### config.mk
export PLATFORM = sky130hd
export DESIGN_NAME = stereo_peak_limiter_flat
export DESIGN_NICKNAME = d
export VERILOG_FILES = /design/src/sv/spl_pkg.sv /design/src/sv/spl_if.sv /design/src/sv/spl_divider.sv /design/src/sv/spl_mult.sv /design/src/sv/stereo_peak_limiter.sv /design/src/flat_wrapper.sv
export SDC_FILE = /design/constraint.sdc
export NUM_CORES = 2
export LEC_CHECK = 0
export BUFFER_PORTS_ARGS = -buffer_cell sky130_fd_sc_hd__buf_2
export CORE_ASPECT_RATIO = 0.9
export CORE_MARGIN = 4
export CORE_UTILIZATION = 58
export CTS_CLUSTER_DIAMETER = 30
export DETAILED_ROUTE_END_ITERATION = 7
export GPL_ROUTABILITY_DRIVEN = 0
export PLACE_DENSITY = 0.75
export SLEW_MARGIN = 0
export SYNTH_ARGS = -nofsm -noshare
export SYNTH_HDL_FRONTEND = slang
export SYNTH_SLANG_ARGS = --single-unit
### constraint.sdc
create_clock -name clk -period 33.2 [get_ports clk]
set_input_delay 3.32 -clock clk [delete_from_list [all_inputs] [get_ports clk]]
set_output_delay 3.32 -clock clk [all_outputs]
set_load 0.005 [all_outputs]
### src/sv/spl_pkg.sv
// spl_pkg: shared widths, register codes, constants, divider request types
// and the gain saturation helper for the stereo peak limiter.
// No dependencies.
package spl_pkg;

	localparam int SAMPLE_BITS_DEF = 24;
	localparam int ENV_W           = 32;   // envelope, Q1.31
	localparam int GAIN_W          = 25;   // gain and slope, signed Q2.23
	localparam int LIMIT_W         = 23;
	localparam int TC_W            = 20;   // attack / release divisors
	localparam int SLEW_W          = 27;   // headroom for slew arithmetic
	localparam int CNT_W           = 6;    // divider step counter
	localparam int CFG_IDX_W       = 2;
	localparam int CFG_DATA_W      = 23;

	localparam logic [LIMIT_W-1:0] LIMIT_RST   = 23'd8388607;
	localparam logic [TC_W-1:0]    ATTACK_RST  = 20'd96;
	localparam logic [TC_W-1:0]    RELEASE_RST = 20'd4800;

	localparam logic signed [GAIN_W-1:0] GAIN_ONE  = 25'sd8388608;
	localparam logic signed [SLEW_W-1:0] MAX_SLEW  = 27'sd41943;   // 0.005 in Q2.23
	localparam logic signed [SLEW_W-1:0] G25_MAX   = 27'sd16777215;
	localparam logic signed [SLEW_W-1:0] G25_MIN   = -27'sd16777216;

	// division lengths: envelope quotient is 32 bits, target is below 2^24
	localparam logic [CNT_W-1:0] ENV_STEPS = 6'd32;
	localparam logic [CNT_W-1:0] TGT_STEPS = 6'd24;

	typedef enum logic [CFG_IDX_W-1:0] {
		REG_LIMIT   = 2'd0,
		REG_ATTACK  = 2'd1,
		REG_RELEASE = 2'd2
	} reg_idx_t;

	typedef struct packed {
		logic             start;
		logic [CNT_W-1:0] steps;
		logic [ENV_W-1:0] rem_init;
		logic [ENV_W-1:0] num_init;
		logic [ENV_W-1:0] divisor;
	} div_req_t;

	typedef struct packed {
		logic             done;
		logic [ENV_W-1:0] quot;
	} div_rsp_t;

	// clamp to the signed 25-bit gain range
	function automatic logic signed [GAIN_W-1:0] sat_gain(input logic signed [SLEW_W-1:0] v);
		logic signed [GAIN_W-1:0] r;
		if (v > G25_MAX) begin
			r = G25_MAX[GAIN_W-1:0];
		end else if (v < G25_MIN) begin
			r = G25_MIN[GAIN_W-1:0];
		end else begin
			r = v[GAIN_W-1:0];
		end
		return r;
	endfunction

endpackage

### src/sv/spl_if.sv
// spl_if: valid/ready channel interfaces for samples, results and register writes.
// Depends on spl_pkg for widths.
interface spl_sample_if #(parameter int SAMPLE_BITS = spl_pkg::SAMPLE_BITS_DEF);
	logic                          valid;
	logic                          ready;
	logic signed [SAMPLE_BITS-1:0] left_sample;
	logic signed [SAMPLE_BITS-1:0] right_sample;
	modport source (output valid, output left_sample, output right_sample, input ready);
	modport sink (input valid, input left_sample, input right_sample, output ready);
endinterface

interface spl_result_if #(parameter int SAMPLE_BITS = spl_pkg::SAMPLE_BITS_DEF);
	logic                                 valid;
	logic                                 ready;
	logic signed [SAMPLE_BITS-1:0]        left_out;
	logic signed [SAMPLE_BITS-1:0]        right_out;
	logic signed [spl_pkg::GAIN_W-1:0]    gain_out;
	modport source (output valid, output left_out, output right_out, output gain_out,
		input ready);
	modport sink (input valid, input left_out, input right_out, input gain_out,
		output ready);
endinterface

interface spl_cfg_if;
	logic                            valid;
	logic                            ready;
	logic [spl_pkg::CFG_IDX_W-1:0]   index;
	logic [spl_pkg::CFG_DATA_W-1:0]  data;
	modport source (output valid, output index, output data, input ready);
	modport sink (input valid, input index, input data, output ready);
endinterface

### src/sv/spl_divider.sv
// spl_divider: shared restoring divider, one quotient bit per cycle.
// Depends on spl_pkg (div_req_t, div_rsp_t, widths).
module spl_divider (
	input  logic              clk,
	input  logic              arst_n,
	input  spl_pkg::div_req_t req,
	output spl_pkg::div_rsp_t rsp
);
	localparam int W = spl_pkg::ENV_W;

	logic                      busy_q;
	logic                      done_q;
	logic [spl_pkg::CNT_W-1:0] cnt_q;
	logic [W-1:0]              rem_q;
	logic [W-1:0]              num_q;
	logic [W-1:0]              quo_q;
	logic [W-1:0]              dvs_q;

	logic [W:0]   shifted;
	logic [W+1:0] trial;
	logic         fits;

	// trial subtract of the divisor from the shifted partial remainder
	always_comb begin
		shifted = {rem_q, num_q[W-1]};
		trial   = {1'b0, shifted} - {2'b00, dvs_q};
		fits    = ~trial[W+1];
	end

	always_ff @(posedge clk or negedge arst_n) begin
		if (!arst_n) begin
			busy_q <= 1'b0;
			done_q <= 1'b0;
			cnt_q  <= '0;
		end else begin
			done_q <= 1'b0;
			if (req.start) begin
				busy_q <= 1'b1;
				cnt_q  <= req.steps;
				rem_q  <= req.rem_init;
				num_q  <= req.num_init;
				dvs_q  <= req.divisor;
				quo_q  <= '0;
			end else if (busy_q) begin
				rem_q <= fits ? trial[W-1:0] : shifted[W-1:0];
				num_q <= {num_q[W-2:0], 1'b0};
				quo_q <= {quo_q[W-2:0], fits};
				cnt_q <= cnt_q - 1'b1;
				if (cnt_q == spl_pkg::CNT_W'(1)) begin
					busy_q <= 1'b0;
					done_q <= 1'b1;
				end
			end
		end
	end

	assign rsp.done = done_q;
	assign rsp.quot = quo_q;

endmodule

### src/sv/spl_mult.sv
// spl_mult: sample times gain with a registered product, then rounding to
// nearest (ties up) and saturation to the sample width. Depends on spl_pkg.
module spl_mult #(
	parameter int SAMPLE_BITS = spl_pkg::SAMPLE_BITS_DEF
) (
	input  logic                              clk,
	input  logic                              en,
	input  logic signed [SAMPLE_BITS-1:0]     sample,
	input  logic signed [spl_pkg::GAIN_W-1:0] gain,
	output logic signed [SAMPLE_BITS-1:0]     scaled
);
	localparam int PW = SAMPLE_BITS + spl_pkg::GAIN_W;
	localparam int QW = PW + 1 - 23;
	localparam logic signed [QW-1:0] HI = QW'((64'd1 << (SAMPLE_BITS - 1)) - 64'd1);
	localparam logic signed [QW-1:0] LO = -HI - QW'(1);

	logic signed [PW-1:0] prod_s1;
	logic signed [PW:0]   biased;
	logic signed [QW-1:0] quot;

	always_ff @(posedge clk) begin
		if (en) begin
			prod_s1 <= PW'(sample) * PW'(gain);
		end
	end

	// add half an LSB of Q2.23, floor-shift, clamp
	always_comb begin
		biased = (PW + 1)'(prod_s1) + (PW + 1)'(64'sd4194304);
		quot   = QW'(biased >>> 23);
		if (quot > HI) begin
			scaled = HI[SAMPLE_BITS-1:0];
		end else if (quot < LO) begin
			scaled = LO[SAMPLE_BITS-1:0];
		end else begin
			scaled = quot[SAMPLE_BITS-1:0];
		end
	end

endmodule

### src/sv/stereo_peak_limiter.sv
// stereo_peak_limiter: top level, register file, sequencer, envelope and gain slew.
// Depends on spl_pkg, spl_if, spl_divider, spl_mult.
//
//   channel   dir   payload                               role
//   samples   in    left_sample, right_sample             one stereo pair per request
//   results   out   left_out, right_out, gain_out         one result per request
//   cfg       in    index, data                           register write, always ready
//
// One pair is in work at a time; samples.ready is high only while the sequencer idles.
// The result goes through the envelope divider start, the 32-step envelope division,
// then, only when the envelope ends above the limit, the gain divider start and the
// 24-step gain division, then the slew step, the left and right passes on the shared
// multiplier and the output write. The next request is taken once the sequencer is
// back in idle.
// A finished result sits in the output register; the next pair is taken meanwhile,
// and a stalled result holds only the final write of the following one.
// Reset puts the envelope at zero, gain at one, slope at zero, registers at defaults.
module stereo_peak_limiter #(
	parameter int SAMPLE_BITS = spl_pkg::SAMPLE_BITS_DEF
) (
	input  logic          clk,
	input  logic          arst_n,
	spl_sample_if.sink    samples,
	spl_result_if.source  results,
	spl_cfg_if.sink       cfg
);
	localparam int EW = spl_pkg::ENV_W;
	localparam int GW = spl_pkg::GAIN_W;
	localparam int SW = spl_pkg::SLEW_W;

	typedef enum logic [3:0] {
		ST_IDLE,
		ST_ENV_START,
		ST_ENV_WAIT,
		ST_TGT_START,
		ST_TGT_WAIT,
		ST_SLEW,
		ST_MUL_L,
		ST_MUL_R,
		ST_OUT
	} state_t;

	state_t state_q;

	logic [spl_pkg::LIMIT_W-1:0] limit_q;
	logic [spl_pkg::TC_W-1:0]    attack_q;
	logic [spl_pkg::TC_W-1:0]    release_q;

	logic [EW-1:0]                envelope_q;
	logic signed [GW-1:0]         gain_q;
	logic signed [GW-1:0]         slope_q;
	logic signed [GW-1:0]         target_q;
	logic signed [SAMPLE_BITS-1:0] left_q;
	logic signed [SAMPLE_BITS-1:0] right_q;
	logic signed [SAMPLE_BITS-1:0] left_res_q;

	logic                          out_valid_q;
	logic signed [SAMPLE_BITS-1:0] out_left_q;
	logic signed [SAMPLE_BITS-1:0] out_right_q;
	logic signed [GW-1:0]          out_gain_q;

	spl_pkg::div_req_t div_req;
	spl_pkg::div_rsp_t div_rsp;

	logic [SAMPLE_BITS-1:0] mag_l;
	logic [SAMPLE_BITS-1:0] mag_r;
	logic [EW-1:0]          peak;
	logic                   rising;
	logic [EW-1:0]          env_diff;
	logic [EW-1:0]          env_next;
	logic [EW-1:0]          limit_env;
	logic [spl_pkg::TC_W-1:0] tc_eff;

	logic signed [SW-1:0] step;
	logic signed [SW-1:0] lo_bound;
	logic signed [SW-1:0] hi_bound;
	logic signed [GW-1:0] step_sat;
	logic signed [SW-1:0] gain_next;

	logic                          mul_en;
	logic signed [SAMPLE_BITS-1:0] mul_sample;
	logic signed [SAMPLE_BITS-1:0] mul_res;
	logic                          out_free;

	// register writes; unknown index is dropped
	assign cfg.ready = 1'b1;
	always_ff @(posedge clk or negedge arst_n) begin
		if (!arst_n) begin
			limit_q   <= spl_pkg::LIMIT_RST;
			attack_q  <= spl_pkg::ATTACK_RST;
			release_q <= spl_pkg::RELEASE_RST;
		end else if (cfg.valid) begin
			case (cfg.index)
				spl_pkg::REG_LIMIT:   limit_q   <= cfg.data[spl_pkg::LIMIT_W-1:0];
				spl_pkg::REG_ATTACK:  attack_q  <= cfg.data[spl_pkg::TC_W-1:0];
				spl_pkg::REG_RELEASE: release_q <= cfg.data[spl_pkg::TC_W-1:0];
				default: begin
				end
			endcase
		end
	end

	// peak and envelope step; most negative sample keeps magnitude 2^(N-1)
	always_comb begin
		mag_l     = left_q[SAMPLE_BITS-1] ? (~$unsigned(left_q) + 1'b1) : $unsigned(left_q);
		mag_r     = right_q[SAMPLE_BITS-1] ? (~$unsigned(right_q) + 1'b1) : $unsigned(right_q);
		peak      = EW'(mag_l > mag_r ? mag_l : mag_r) << (EW - SAMPLE_BITS);
		rising    = peak > envelope_q;
		env_diff  = rising ? (peak - envelope_q) : (envelope_q - peak);
		env_next  = rising ? (envelope_q + div_rsp.quot) : (envelope_q - div_rsp.quot);
		limit_env = {1'b0, limit_q, 8'd0};
		tc_eff    = rising ? attack_q : release_q;
		if (tc_eff == '0) begin
			tc_eff = spl_pkg::TC_W'(1);
		end
	end

	// divider requests
	always_comb begin
		div_req = '0;
		if (state_q == ST_ENV_START) begin
			div_req.start    = 1'b1;
			div_req.steps    = spl_pkg::ENV_STEPS;
			div_req.rem_init = '0;
			div_req.num_init = env_diff;
			div_req.divisor  = EW'(tc_eff);
		end else if (state_q == ST_TGT_START) begin
			// limit * 2^31 / envelope; quotient fits in 24 bits
			div_req.start    = 1'b1;
			div_req.steps    = spl_pkg::TGT_STEPS;
			div_req.rem_init = {2'b00, limit_q, 7'd0};
			div_req.num_init = '0;
			div_req.divisor  = envelope_q;
		end
	end

	spl_divider u_div (
		.clk    (clk),
		.arst_n (arst_n),
		.req    (div_req),
		.rsp    (div_rsp)
	);

	// gain slew: slope may change by at most MAX_SLEW per pair
	always_comb begin
		step     = SW'(target_q) - SW'(gain_q);
		lo_bound = SW'(slope_q) - spl_pkg::MAX_SLEW;
		hi_bound = SW'(slope_q) + spl_pkg::MAX_SLEW;
		if (step < lo_bound) begin
			step_sat  = spl_pkg::sat_gain(lo_bound);
			gain_next = SW'(gain_q) + SW'(step_sat);
		end else if (step > hi_bound) begin
			step_sat  = spl_pkg::sat_gain(hi_bound);
			gain_next = SW'(gain_q) + SW'(step_sat);
		end else begin
			step_sat  = spl_pkg::sat_gain(step);
			gain_next = SW'(target_q);
		end
	end

	// shared multiplier, left then right
	assign mul_en     = (state_q == ST_MUL_L) || (state_q == ST_MUL_R);
	assign mul_sample = (state_q == ST_MUL_L) ? left_q : right_q;

	spl_mult #(.SAMPLE_BITS(SAMPLE_BITS)) u_mult (
		.clk    (clk),
		.en     (mul_en),
		.sample (mul_sample),
		.gain   (gain_q),
		.scaled (mul_res)
	);

	assign out_free      = !out_valid_q || results.ready;
	assign samples.ready = (state_q == ST_IDLE);

	// sequencer and state
	always_ff @(posedge clk or negedge arst_n) begin
		if (!arst_n) begin
			state_q     <= ST_IDLE;
			envelope_q  <= '0;
			gain_q      <= spl_pkg::GAIN_ONE;
			slope_q     <= '0;
			out_valid_q <= 1'b0;
		end else begin
			// result valid: set on the final write, cleared once taken
			if ((state_q == ST_OUT) && out_free) begin
				out_valid_q <= 1'b1;
			end else if (results.ready) begin
				out_valid_q <= 1'b0;
			end
			case (state_q)
				ST_IDLE: begin
					if (samples.valid) begin
						left_q  <= samples.left_sample;
						right_q <= samples.right_sample;
						state_q <= ST_ENV_START;
					end
				end
				ST_ENV_START: begin
					state_q <= ST_ENV_WAIT;
				end
				ST_ENV_WAIT: begin
					if (div_rsp.done) begin
						envelope_q <= env_next;
						if (env_next > limit_env) begin
							state_q <= ST_TGT_START;
						end else begin
							target_q <= spl_pkg::GAIN_ONE;
							state_q  <= ST_SLEW;
						end
					end
				end
				ST_TGT_START: begin
					state_q <= ST_TGT_WAIT;
				end
				ST_TGT_WAIT: begin
					if (div_rsp.done) begin
						target_q <= $signed({1'b0, div_rsp.quot[GW-2:0]});
						state_q  <= ST_SLEW;
					end
				end
				ST_SLEW: begin
					slope_q <= step_sat;
					gain_q  <= spl_pkg::sat_gain(gain_next);
					state_q <= ST_MUL_L;
				end
				ST_MUL_L: begin
					state_q <= ST_MUL_R;
				end
				ST_MUL_R: begin
					left_res_q <= mul_res;
					state_q    <= ST_OUT;
				end
				ST_OUT: begin
					if (out_free) begin
						out_left_q  <= left_res_q;
						out_right_q <= mul_res;
						out_gain_q  <= gain_q;
						state_q     <= ST_IDLE;
					end
				end
				default: begin
					state_q <= ST_IDLE;
				end
			endcase
		end
	end

	assign results.valid     = out_valid_q;
	assign results.left_out  = out_left_q;
	assign results.right_out = out_right_q;
	assign results.gain_out  = out_gain_q;

endmodule

### src/flat_wrapper.sv
// flat-port wrapper written by rule: the top's interface ports become plain ports
module stereo_peak_limiter_flat 
#(
	parameter int SAMPLE_BITS = spl_pkg::SAMPLE_BITS_DEF
)
  (clk, arst_n, samples_valid, samples_left_sample, samples_right_sample, samples_ready, results_valid, results_left_out, results_right_out, results_gain_out, results_ready, cfg_valid, cfg_index, cfg_data, cfg_ready);
  spl_sample_if #(.SAMPLE_BITS(SAMPLE_BITS)) samples_i ();
  spl_result_if #(.SAMPLE_BITS(SAMPLE_BITS)) results_i ();
  spl_cfg_if cfg_i ();
  input  logic clk;
  input  logic arst_n;
  input wire logic [$bits(samples_i.valid)-1:0] samples_valid;
  input wire logic [$bits(samples_i.left_sample)-1:0] samples_left_sample;
  input wire logic [$bits(samples_i.right_sample)-1:0] samples_right_sample;
  output wire logic [$bits(samples_i.ready)-1:0] samples_ready;
  output wire logic [$bits(results_i.valid)-1:0] results_valid;
  output wire logic [$bits(results_i.left_out)-1:0] results_left_out;
  output wire logic [$bits(results_i.right_out)-1:0] results_right_out;
  output wire logic [$bits(results_i.gain_out)-1:0] results_gain_out;
  input wire logic [$bits(results_i.ready)-1:0] results_ready;
  input wire logic [$bits(cfg_i.valid)-1:0] cfg_valid;
  input wire logic [$bits(cfg_i.index)-1:0] cfg_index;
  input wire logic [$bits(cfg_i.data)-1:0] cfg_data;
  output wire logic [$bits(cfg_i.ready)-1:0] cfg_ready;
  assign samples_i.valid = samples_valid;
  assign samples_i.left_sample = samples_left_sample;
  assign samples_i.right_sample = samples_right_sample;
  assign samples_ready = samples_i.ready;
  assign results_valid = results_i.valid;
  assign results_left_out = results_i.left_out;
  assign results_right_out = results_i.right_out;
  assign results_gain_out = results_i.gain_out;
  assign results_i.ready = results_ready;
  assign cfg_i.valid = cfg_valid;
  assign cfg_i.index = cfg_index;
  assign cfg_i.data = cfg_data;
  assign cfg_ready = cfg_i.ready;
  stereo_peak_limiter #(.SAMPLE_BITS(SAMPLE_BITS)) u_core (.clk(clk), .arst_n(arst_n), .samples(samples_i), .results(results_i), .cfg(cfg_i));
endmodule
==> metrics.md <==
| Metric | Value |
|---|---|
| Setup Fix Bufs, Post-CTS | `0` |
| CP endpoint kind | `register` |
| Setup TNS Final | `0 ps` |
| Clk slew on worst S/H paths | `50 ps` |
| R2R cell count | `48` |
| # setup viols final | `0` |
| PortBufs | `152` |
| Worst-case clock skew | `73.4 ps` |
| WP data arrival | `14,260 ps` |
| Hold path cells | `0` |
| Post-synthesis cell count | `5,893` |
| Max-Cap Viols | `0` |
| Average footprint of a synthesized cell | `9.44 sq um` |
| Critical path class | `reg2reg` |
| Hold_sp | `u_core.left_res_q[14]` |
| Synthesized area | `55,600 sq um` |
| Area share of the leading cell type in the synthesized netlist | `0.228` |
| Drt first pass iters | `7` |
| Reg2Reg Capture Point | `u_core.target_q[4]` |
| Clock tree buffer depth | `3` |
| CTS tree | `done` |
| Area Growth Syn to Fin | `9.73%` |
| Routed Antenna Nets | `0` |
| Vias | `44,439` |
| Wire length per cell | `21.7 um` |
| Sink Count | `482` |
| Fillcell total | `7,520` |
| Share of layout cells above drive strength 1 | `0.101` |
| Register area share after synthesis | `0.247` |
| Most Frequent Cell on Critical Path | `ha_1` |
| CP startpoint kind | `register` |
| # H-tree levels | `3` |
| Die footprint | `101,000 sq um` |
| CP max-delay cell | `a211oi_4` |
| CTS root buf | `clkbuf_16` |
| Post-CTS Resized | `0` |
| Final nets | `7,084` |
| CORE AREA | `94,900 sq um` |
| Reg2reg setup slack | `19,290 ps` |
| Register area | `13,700 sq um` |
| Drt via density | `6.10` |
| Area leader, netlist | `fa_1` |
| Initial cell density of the core | `0.586` |
| HP Class | `reg2reg` |
| Unrepaired setup endpoints after global routing | `false` |
| Synth Flop Type | `edfxtp_1` |
| Status | `finished clean` |
| Final period utilization | `0.419` |
| RR Startpoint | `u_core.left_q[7]` |
| Hold endpoint | `u_core.results.left_out[14]` |
| Synth top area cells | `fa_1 (23%), edfxtp_1 (17%), ha_1 (9.5%), dfrtp_1 (5.8%), inv_1 (5.3%)` |
| Post-layout min period | `13,910 ps` |
| EDFF count, synth | `324` |
| Slew Viols, Final | `0` |
| Post-route DRC violation count | `0` |
| Multi-input logic area | `38,000 sq um` |
| Die width | `334 um` |
| Tightest Pin Transition | `1230 ps` |
| Number of global-route vias before repair | `45,083` |
| Synth warnings | `0` |
| Flops & latches, synth | `482` |
| Largest net degree at the start of global routing | `74` |
| FFs w/ async S/R, synth | `0.328` |
| Initial antenna violation count | `3` |
| Row count | `107` |
| CTS Buf Count | `97` |
| First-pass GRT wire length | `249,000 um` |
| Fmax | `71.9 MHz` |
| Hpwl dp | `121,000 um` |
| Worst skew pair latency | `720 ps` |
| Final Hold Vio Count | `0` |
| Distinct cells, synth | `101` |
| CP peak stage delay | `750 ps` |
| GR Util All Layers | `0.316` |
| Post-CTS Hold Buffers | `0` |
| DIE HEIGHT | `302 um` |
| Initial DRC count | `4,524` |
| Post-synth net total | `7,029` |
| Final wirelength | `158,000 um` |
| Total grt overflow | `0` |
| Slew margin rel. | `0.179` |
| CP Max Fanout | `44` |
| CP required | `33,550 ps` |
| Count of boundary I/O pins | `154` |
-- worst max-delay path by stage --
| stage | to | start | cells past startpoint |
|---|---|---|---|
| floorplan | u_core.target_q[0] | u_core.left_q[7] | 50 |
| global placement | u_core.target_q[19] | u_core.left_q[7] | 48 |
| detailed placement | u_core.target_q[15] | u_core.left_q[7] | 48 |
| CTS | u_core.target_q[0] | u_core.left_q[7] | 48 |
| global route | u_core.target_q[4] | u_core.left_q[7] | 48 |
| finish | u_core.target_q[4] | u_core.left_q[7] | 48 |
-- sequential cells by signal, indices dropped and copies added (netlist names), 20 cells and up --
register,flops
u_core.envelope_q,32
u_core.u_div.dvs_q,32
u_core.u_div.num_q,32
u_core.u_div.quo_q,32
u_core.u_div.rem_q,32
u_core.u_mult.prod_s1,27
u_core.gain_q,25
u_core.results.gain_out,25
u_core.slope_q,25
u_core.left_q,24
u_core.left_res_q,24
u_core.results.left_out,24
u_core.results.right_out,24
u_core.right_q,24
u_core.target_q,24
u_core.limit_q,23
u_core.attack_q,20
u_core.release_q,20
-- cell families after synthesis --
kind of cell | share of synthesized area
compound gates | 0.119
flops | 0.247
buf+inv | 0.0726
fa+ha+maj | 0.327
other cells | 0.0000674
xor+xnor | 0.0490
mux | 0.0466
simple gates | 0.140
-- synthesized netlist by cell type, types with 10 or more instances --
cell	instances
a211o_1	12
a211oi_1	38
a21o_1	96
a21oi_1	238
a22oi_1	15
a31oi_1	25
and2_1	92
and3_1	47
buf_1	20
buf_2	24
clkbuf_1	219
clkinv_1	14
dfrtp_1	128
dfstp_2	30
edfxtp_1	324
fa_1	634
ha_1	424
inv_1	780
maj3_1	19
mux2_2	119
mux2i_1	124
nand2_1	694
nand2b_1	49
nand3_1	71
nand3b_1	12
nand4_1	50
nor2_1	391
nor2b_1	42
nor3_1	71
nor4_1	44
o211ai_1	24
o21a_1	45
o21ai_0	325
o21bai_1	25
o221ai_1	12
o22ai_1	25
o31a_1	19
o31ai_1	44
or2_2	20
or3_1	30
or4_1	10
xnor2_1	170
xor2_1	139
-- layer usage --
layer | vias to the layer above | GRT usage | share of wire
met5 | - | 0 | 0
met4 | 0 | 0.145 | 0.050
met3 | 481 | 0.0629 | 0.11
met2 | 2353 | 0.495 | 0.45
met1 | 21687 | 0.428 | 0.40
li1 | 19918 | - | -
-- final cells by class --
type                            count  area share
Multi-Input combinational cell   4348       0.622
Sequential cell                   482       0.225
Inverter                          794      0.0488
Clock buffer                      115      0.0426
Tap cell                         1253      0.0257
Timing Repair Buffer              225      0.0216
Clock inverter                     68      0.0145
Antenna cell                        1   0.0000410
-- critical path, delay by kind of cell (launching register included) --
family,cells,cell delay [ps]
multiplexers,1,150
buffers and inverters,4,1550
XOR/XNOR,3,570
AND/OR/NAND/NOR,19,4990
AO/OA/AOI/OAI,17,4300
flip-flops,1,480
adder cells (fa/ha/maj),4,1450
-- metrics by stage --
| stage | cell area [sq um] | hold slack [ps] | setup slack (ps) | instances | util |
|---|---|---|---|---|---|
| 4_1_cts | 61100 | 413 | 19460 | 7285 | 0.643 |
| 2_1_floorplan | 55600 | 400 | 20250 | 5893 | - |
| 6_report | 61100 | 414 | 19290 | 7286 | 0.643 |
| 3_5_place_dp | 57600 | 405 | 19570 | 7102 | 0.607 |
| 5_1_grt | 61100 | 420 | 18570 | 7285 | 0.643 |
| 3_3_place_gp | 57600 | 401 | 19870 | 7102 | 0.607 |
-- layout by cell type (no fill, tap or decap), drive strengths merged, types with 24 or more instances in the layout --
| cell | netlist | layout |
|---|---|---|
| mux2i | 125 | 125 |
| fa | 634 | 634 |
| a211oi | 39 | 39 |
| dfstp | 30 | 30 |
| nor2b | 42 | 42 |
| nand2 | 694 | 694 |
| nor3 | 71 | 71 |
| buf | 48 | 224 |
| inv | 780 | 803 |
| mux2 | 119 | 119 |
| a21oi | 238 | 238 |
| o21ai | 332 | 332 |
| clkbuf | 221 | 116 |
| o21bai | 25 | 25 |
| clkinv | 14 | 39 |
| nand3 | 71 | 71 |
| o21a | 45 | 45 |
| and3 | 47 | 47 |
| dfrtp | 128 | 128 |
| a31oi | 26 | 26 |
| ha | 424 | 424 |
| o31ai | 44 | 44 |
| nor2 | 391 | 391 |
| xor2 | 139 | 139 |
| or3 | 31 | 31 |
| nand4 | 50 | 50 |
| nand2b | 49 | 49 |
| a21o | 96 | 96 |
| and2 | 93 | 93 |
| o211ai | 24 | 24 |
| edfxtp | 324 | 324 |
| nor4 | 48 | 48 |
| xnor2 | 170 | 170 |
| o22ai | 25 | 25 |
Power is not shown: default switching activity piles up to over one toggle a cycle in this logic, so the estimate is an artifact.
